**src/salc_pkg.sv**
```systemverilog
// ----------------------------------------------------------------------------
// salc_pkg
// Shared constants and control types for the set-associative LRU cache core.
// ----------------------------------------------------------------------------
`default_nettype none

package salc_pkg;

   localparam int unsigned OPCODE_W   = 2;
   localparam int unsigned OUTCOME_W  = 2;
   localparam int unsigned TOTAL_W    = 32;
   localparam int unsigned CSR_IDX_W  = 2;
   localparam int unsigned CSR_DATA_W = 6;

   // configuration register widths and tag shift width
   localparam int unsigned SET_BITS_W = 3;
   localparam int unsigned OFFSET_W   = 6;
   localparam int unsigned WAYS_W     = 4;
   localparam int unsigned SHIFT_W    = 7;

   // request opcodes
   localparam logic [OPCODE_W-1:0] OP_LOAD   = 2'd0;
   localparam logic [OPCODE_W-1:0] OP_STORE  = 2'd1;
   localparam logic [OPCODE_W-1:0] OP_MODIFY = 2'd2;
   localparam logic [OPCODE_W-1:0] OP_NONE   = 2'd3;

   // access outcomes
   localparam logic [OUTCOME_W-1:0] OUT_HIT   = 2'd0;
   localparam logic [OUTCOME_W-1:0] OUT_FILL  = 2'd1;
   localparam logic [OUTCOME_W-1:0] OUT_EVICT = 2'd2;

   // configuration register indexes
   localparam logic [CSR_IDX_W-1:0] CSR_SET_BITS = 2'd0;
   localparam logic [CSR_IDX_W-1:0] CSR_OFFSET   = 2'd1;
   localparam logic [CSR_IDX_W-1:0] CSR_WAYS     = 2'd2;

   localparam logic [SET_BITS_W-1:0] SET_BITS_RST = 3'd0;
   localparam logic [OFFSET_W-1:0]   OFFSET_RST   = 6'd4;
   localparam logic [WAYS_W-1:0]     WAYS_RST     = 4'd1;

   typedef struct packed {
      logic capture;     // latch tag/set, read the set row
      logic clear_step;  // clear one row of the tag store
      logic update;      // look up, write back row, load result
      logic last;        // final result of this request
   } salc_cmd_type;

   typedef struct packed {
      logic clear_done;
   } salc_status_type;

endpackage

`default_nettype wire

```
**src/salc_ctrl.sv**
```systemverilog
// ----------------------------------------------------------------------------
// salc_ctrl
// Controller: tag store clear after reset, request sequencing, result valid.
// ----------------------------------------------------------------------------
`default_nettype none

module salc_ctrl
   import salc_pkg::*;
(
   input  wire logic                clock,
   input  wire logic                reset,
   input  wire logic                req_valid,
   input  wire logic [OPCODE_W-1:0] req_opcode,
   output logic                     req_ready,
   input  wire logic                rsp_ready,
   output logic                     rsp_valid,
   output salc_cmd_type             cmd,
   input  wire salc_status_type     status
);

   typedef enum logic [1:0] {
      ST_CLEAR,
      ST_IDLE,
      ST_UPDATE
   } state_type;

   state_type state_ff, state_in;
   logic      modify_ff, modify_in;
   logic      second_ff, second_in;
   logic      rsp_valid_ff, rsp_valid_in;
   logic      accept;
   logic      out_free;

   assign req_ready = (state_ff == ST_IDLE);
   assign rsp_valid = rsp_valid_ff;
   assign accept    = req_valid && req_ready;
   assign out_free  = !rsp_valid_ff || rsp_ready;

   always_comb begin
      state_in     = state_ff;
      modify_in    = modify_ff;
      second_in    = second_ff;
      rsp_valid_in = rsp_valid_ff && !rsp_ready;
      cmd          = '0;
      case (state_ff)
         ST_CLEAR: begin
            cmd.clear_step = 1'b1;
            if (status.clear_done) begin
               state_in = ST_IDLE;
            end
         end
         ST_IDLE: begin
            if (accept && (req_opcode != OP_NONE)) begin
               cmd.capture = 1'b1;
               modify_in   = (req_opcode == OP_MODIFY);
               second_in   = 1'b0;
               state_in    = ST_UPDATE;
            end
         end
         ST_UPDATE: begin
            if (out_free) begin
               cmd.update   = 1'b1;
               cmd.last     = !modify_ff || second_ff;
               rsp_valid_in = 1'b1;
               if (cmd.last) begin
                  state_in = ST_IDLE;
               end else begin
                  // second access of a modify works on the forwarded row
                  second_in = 1'b1;
               end
            end
         end
         default: begin
            state_in = ST_CLEAR;
         end
      endcase
   end

   always_ff @(posedge clock) begin
      if (reset) begin
         state_ff     <= ST_CLEAR;
         modify_ff    <= 1'b0;
         second_ff    <= 1'b0;
         rsp_valid_ff <= 1'b0;
      end else begin
         state_ff     <= state_in;
         modify_ff    <= modify_in;
         second_ff    <= second_in;
         rsp_valid_ff <= rsp_valid_in;
      end
   end

endmodule

`default_nettype wire

```
**config.mk**
```make
export PLATFORM = sky130hd
export DESIGN_NAME = salc_ctrl
export DESIGN_NICKNAME = d
export VERILOG_FILES = /design/src/salc_pkg.sv /design/src/salc_ctrl.sv
export SDC_FILE = /design/constraint.sdc
export NUM_CORES = 1
export LEC_CHECK = 0
export BUFFER_PORTS_ARGS = -buffer_cell sky130_fd_sc_hd__buf_2
export CORE_AREA = 4 4 41 43
export DETAILED_ROUTE_END_ITERATION = 7
export DIE_AREA = 0 0 45 47
export HOLD_SLACK_MARGIN = 0.08
export MAX_ROUTING_LAYER = met4
export PLACE_DENSITY = 0.47
export SETUP_SLACK_MARGIN = 0.2
export SYNTH_ARGS = -nofsm -noshare
export SYNTH_HDL_FRONTEND = slang
export SYNTH_SLANG_ARGS = --single-unit
```
**constraint.sdc**
```tcl
create_clock -name clock -period 1.26 [get_ports clock]
set_clock_uncertainty 0.15 [all_clocks]
set_input_delay 0.252 -clock clock [delete_from_list [all_inputs] [get_ports clock]]
set_output_delay 0.252 -clock clock [all_outputs]
set_load 0.05 [all_outputs]
```
==> results by group <==
Status
  • Status: finished, violations left
  • Failing checks: negative setup slack

Power
  • P_leak: around 0.28 nW
  • Switch Pwr: roughly 0.17 mW
  • Sequential share of power: roughly 32%
  • Comb pwr share: 32.6%
  • Net switching share of the total power: a little under a third
  • Cell Pwr Density: between 800 and 900 mW/mm^2
  • Overall Power: between 0.5 and 0.6 mW
  • Worst vdd ir: roughly 0.00038 V
  • Power Internal: approximately 0.38 mW
  • Clock power share: between 30% and 40%

Die
  • Core area: about 0.0013 sq mm
  • Initial Util: about a fifth
  • Die width: around 45 microns
  • I/O pin count: 13
  • Row count: 13
  • Die height: 47 microns
  • Die footprint: 0.00212 sq mm

Placement
  • Inst Count DP: 61
  • Placed cell areas: 428 sq um
  • Post-DP HPWL: 569 microns
  • Gp weighted congestion: between 0.7 and 0.8
  • Number of port buffers: 12

Synthesis
  • Distinct cells, synth: 16
  • Synthesized area: between 200 and 300 sq um
  • Syn avg cell area: about 9.3 sq um
  • Mapped Nets: 35
  • Seq cells post-synth: 5
  • Mapped Cells: 28
  • Register area share after synthesis: ~38%
  • Synth warn: 0

STA
  • Final worst slack: -213 ps
  • F_max: about 680 MHz
  • RSZ-0062 raised after global routing: true
  • Max-slew violation count: 0
  • Fin. Hold Viols: 0
  • Final setup viols: 5
  • Slew @ Worst Pin: 222 ps
  • Relative slew slack: ~85%
  • Post-route minimum period: 1470 ps
  • Crit share post-route: 117%

Finish
  • Synth-to-layout area growth: 136%
  • Final #Nets: 64
  • Layout cell share with drive strength beyond 1: 82.1%
  • Fin util: between 40% and 50%
  • Final instance area: between 600 and 700 sq um
  • Fin cells: a little over 70
  • Antenna cell count: 0

Global routing
  • Largest net degree at the start of global routing: 7
  • Antenna violations before repair: 0
  • Vias in the first global route: ~300
  • Global-route wire length before repair: around 1100 microns
  • Overall global routing resource usage: roughly 8%
  • Grt ovf: 0

Setup path
  • Arr. time, crit path: between 1000 and 1500 ps
  • R2R Path End: modify_ff$_SDFFE_PP0P_
  • R2R Path Start: state_ff[0]$_SDFFE_PP0P_
  • WP data required: roughly 860 ps
  • Cell count of the worst reg-to-reg path: 5
  • Setup CP Type: flip-flop to output port
  • R2r setup slk: around 50 ps
  • Crit Path Max Fanout: 5
  • Crit start category: flip-flop
  • Setup crit end kind: output port
  • CP startpoint: state_ff[0]$_SDFFE_PP0P_
  • CP Capture Point: req_ready

Routing
  • DR WL/cell: about 11 microns
  • DR iter-0 viols: 4
  • DRC viols: 0
  • Final WL: 746 microns
  • Post-route ant nets: 0
  • Via/cell ratio: around 4.4
  • DR vias: between 300 and 400
  • Drt first pass iters: 2

Clock network
  • Clk sinks: 5
  • H-tree depth: 1
  • Worst-Skew Late Latency: 240 ps
  • Max clock buf depth: 2
  • CTS tree: done
  • TritonCTS Buffers: 3
  • Reg clk slew, reported paths: ~50 ps
  • Root buf cell: clkbuf_4
  • CTS Hold Buffers Added: 0

Job
  • Max Cap Violations: 0

Hold path
  • Hold WC Path Type: primary input to flip-flop
-- placed cells by master (no fill, tap or decap), drive strengths merged, types with 2 or more instances in the layout --
cell type  synthesis  layout
buf                0      24
dfxtp              5       5
clkbuf             0       4
nand2b             3       3
nor2               3       3
o21ba              3       3
a21oi              3       3
nand2              2       2
-- flip-flops by register name, summed over array words and instances, names as in the netlist --
name       flops
modify_ff      1
rsp_valid      1
state_ff       2
second_ff      1
-- per-layer routing --
layer	global-route usage (%)	vias up	part of all wire (%)	wire [microns]
met3	2.30	2	5.5	41
met2	11.3	9	51	379
met4	7.02	0	2.0	15
met1	9.11	143	41	309
li1	-	157	-	-
met5	-	-	0	0
-- power groups by stage --
stage / clock, mW / combinational [mW] / sequential, mW
5_1_grt: 0.210 / 0.188 / 0.177
2_1_floorplan: 0 / 0.0750 / 0.179
6_report: 0.192 / 0.178 / 0.176
3_5_place_dp: 0 / 0.125 / 0.176
3_3_place_gp: 0 / 0.124 / 0.175
4_1_cts: 0.202 / 0.155 / 0.175
-- critical path, stage by stage, from the launching register on --
cell and delay [ps]:
dfxtp_4 370, buf_6 120, and2b_2 190, buf_8 150
-- synthesized netlist by cell type (all sizes together) --
master	number	area, sq um
a21oi	3	18.8
a311oi	1	8.76
and2b	1	8.76
and3	1	6.26
dfxtp	5	100
inv	1	3.75
nand2	2	7.51
nand2b	3	18.8
nand3b	1	11.3
nor2	3	11.3
nor2b	1	8.76
nor3	1	10.0
o21ba	3	30.0
o32ai	1	8.76
or2b	1	7.51
-- cells by family (layout without fill, tap and decap cells) --
group,Yosys count,after routing,synth area share [%]
AO/OA/AOI/OAI,8,8,25.5
buffers and inverters,1,29,1.44
flip-flops,5,5,38.5
AND/OR/NAND/NOR,14,14,34.6
-- how the worst min path moves through the flow --
| stage | from | end | slack, ps | depth (start not counted) |
|---|---|---|---|---|
| 2_1_floorplan | reset | rsp_valid$_SDFF_PP0_ | 160 | 1 |
| 3_3_place_gp | second_ff$_SDFFE_PP0P_ | second_ff$_SDFFE_PP0P_ | 320 | 2 |
| 3_5_place_dp | second_ff$_SDFFE_PP0P_ | second_ff$_SDFFE_PP0P_ | 330 | 2 |
| 4_1_cts | reset | rsp_valid$_SDFF_PP0_ | 90 | 2 |
| 5_1_grt | reset | rsp_valid$_SDFF_PP0_ | 90 | 2 |
| 6_report | reset | rsp_valid$_SDFF_PP0_ | 90 | 2 |
-- per-stage QoR --
step	setup slack (ps)	setup TNS [ps]	hold slack, ps
after detailed placement	-69.1	-132	330
final	-213	-919	94.0
after global routing	-264	-1180	92.3
after floorplan	22.9	0	161
after CTS	-226	-932	93.2
after global placement	-51.1	-85.0	321
-- timing repair --
| item | CTS | global route |
|---|---|---|
| endpoints found under the setup margin | 10 | 11 |
| setup buffers | 1 | 5 |
| gates resized for setup | 22 | 9 |
| pin swaps | 3 | 6 |
-- area by class of cell --
class                           instances  area (sq um)
Tap cell                               15          18.8
Clock buffer                            4          26.3
Multi-Input combinational cell         22           223
Fill cell                             139           687
Timing Repair Buffer                   24           229
Inverter                                1          7.51
Sequential cell                         5           110
Power figures use the tool's default switching activity.
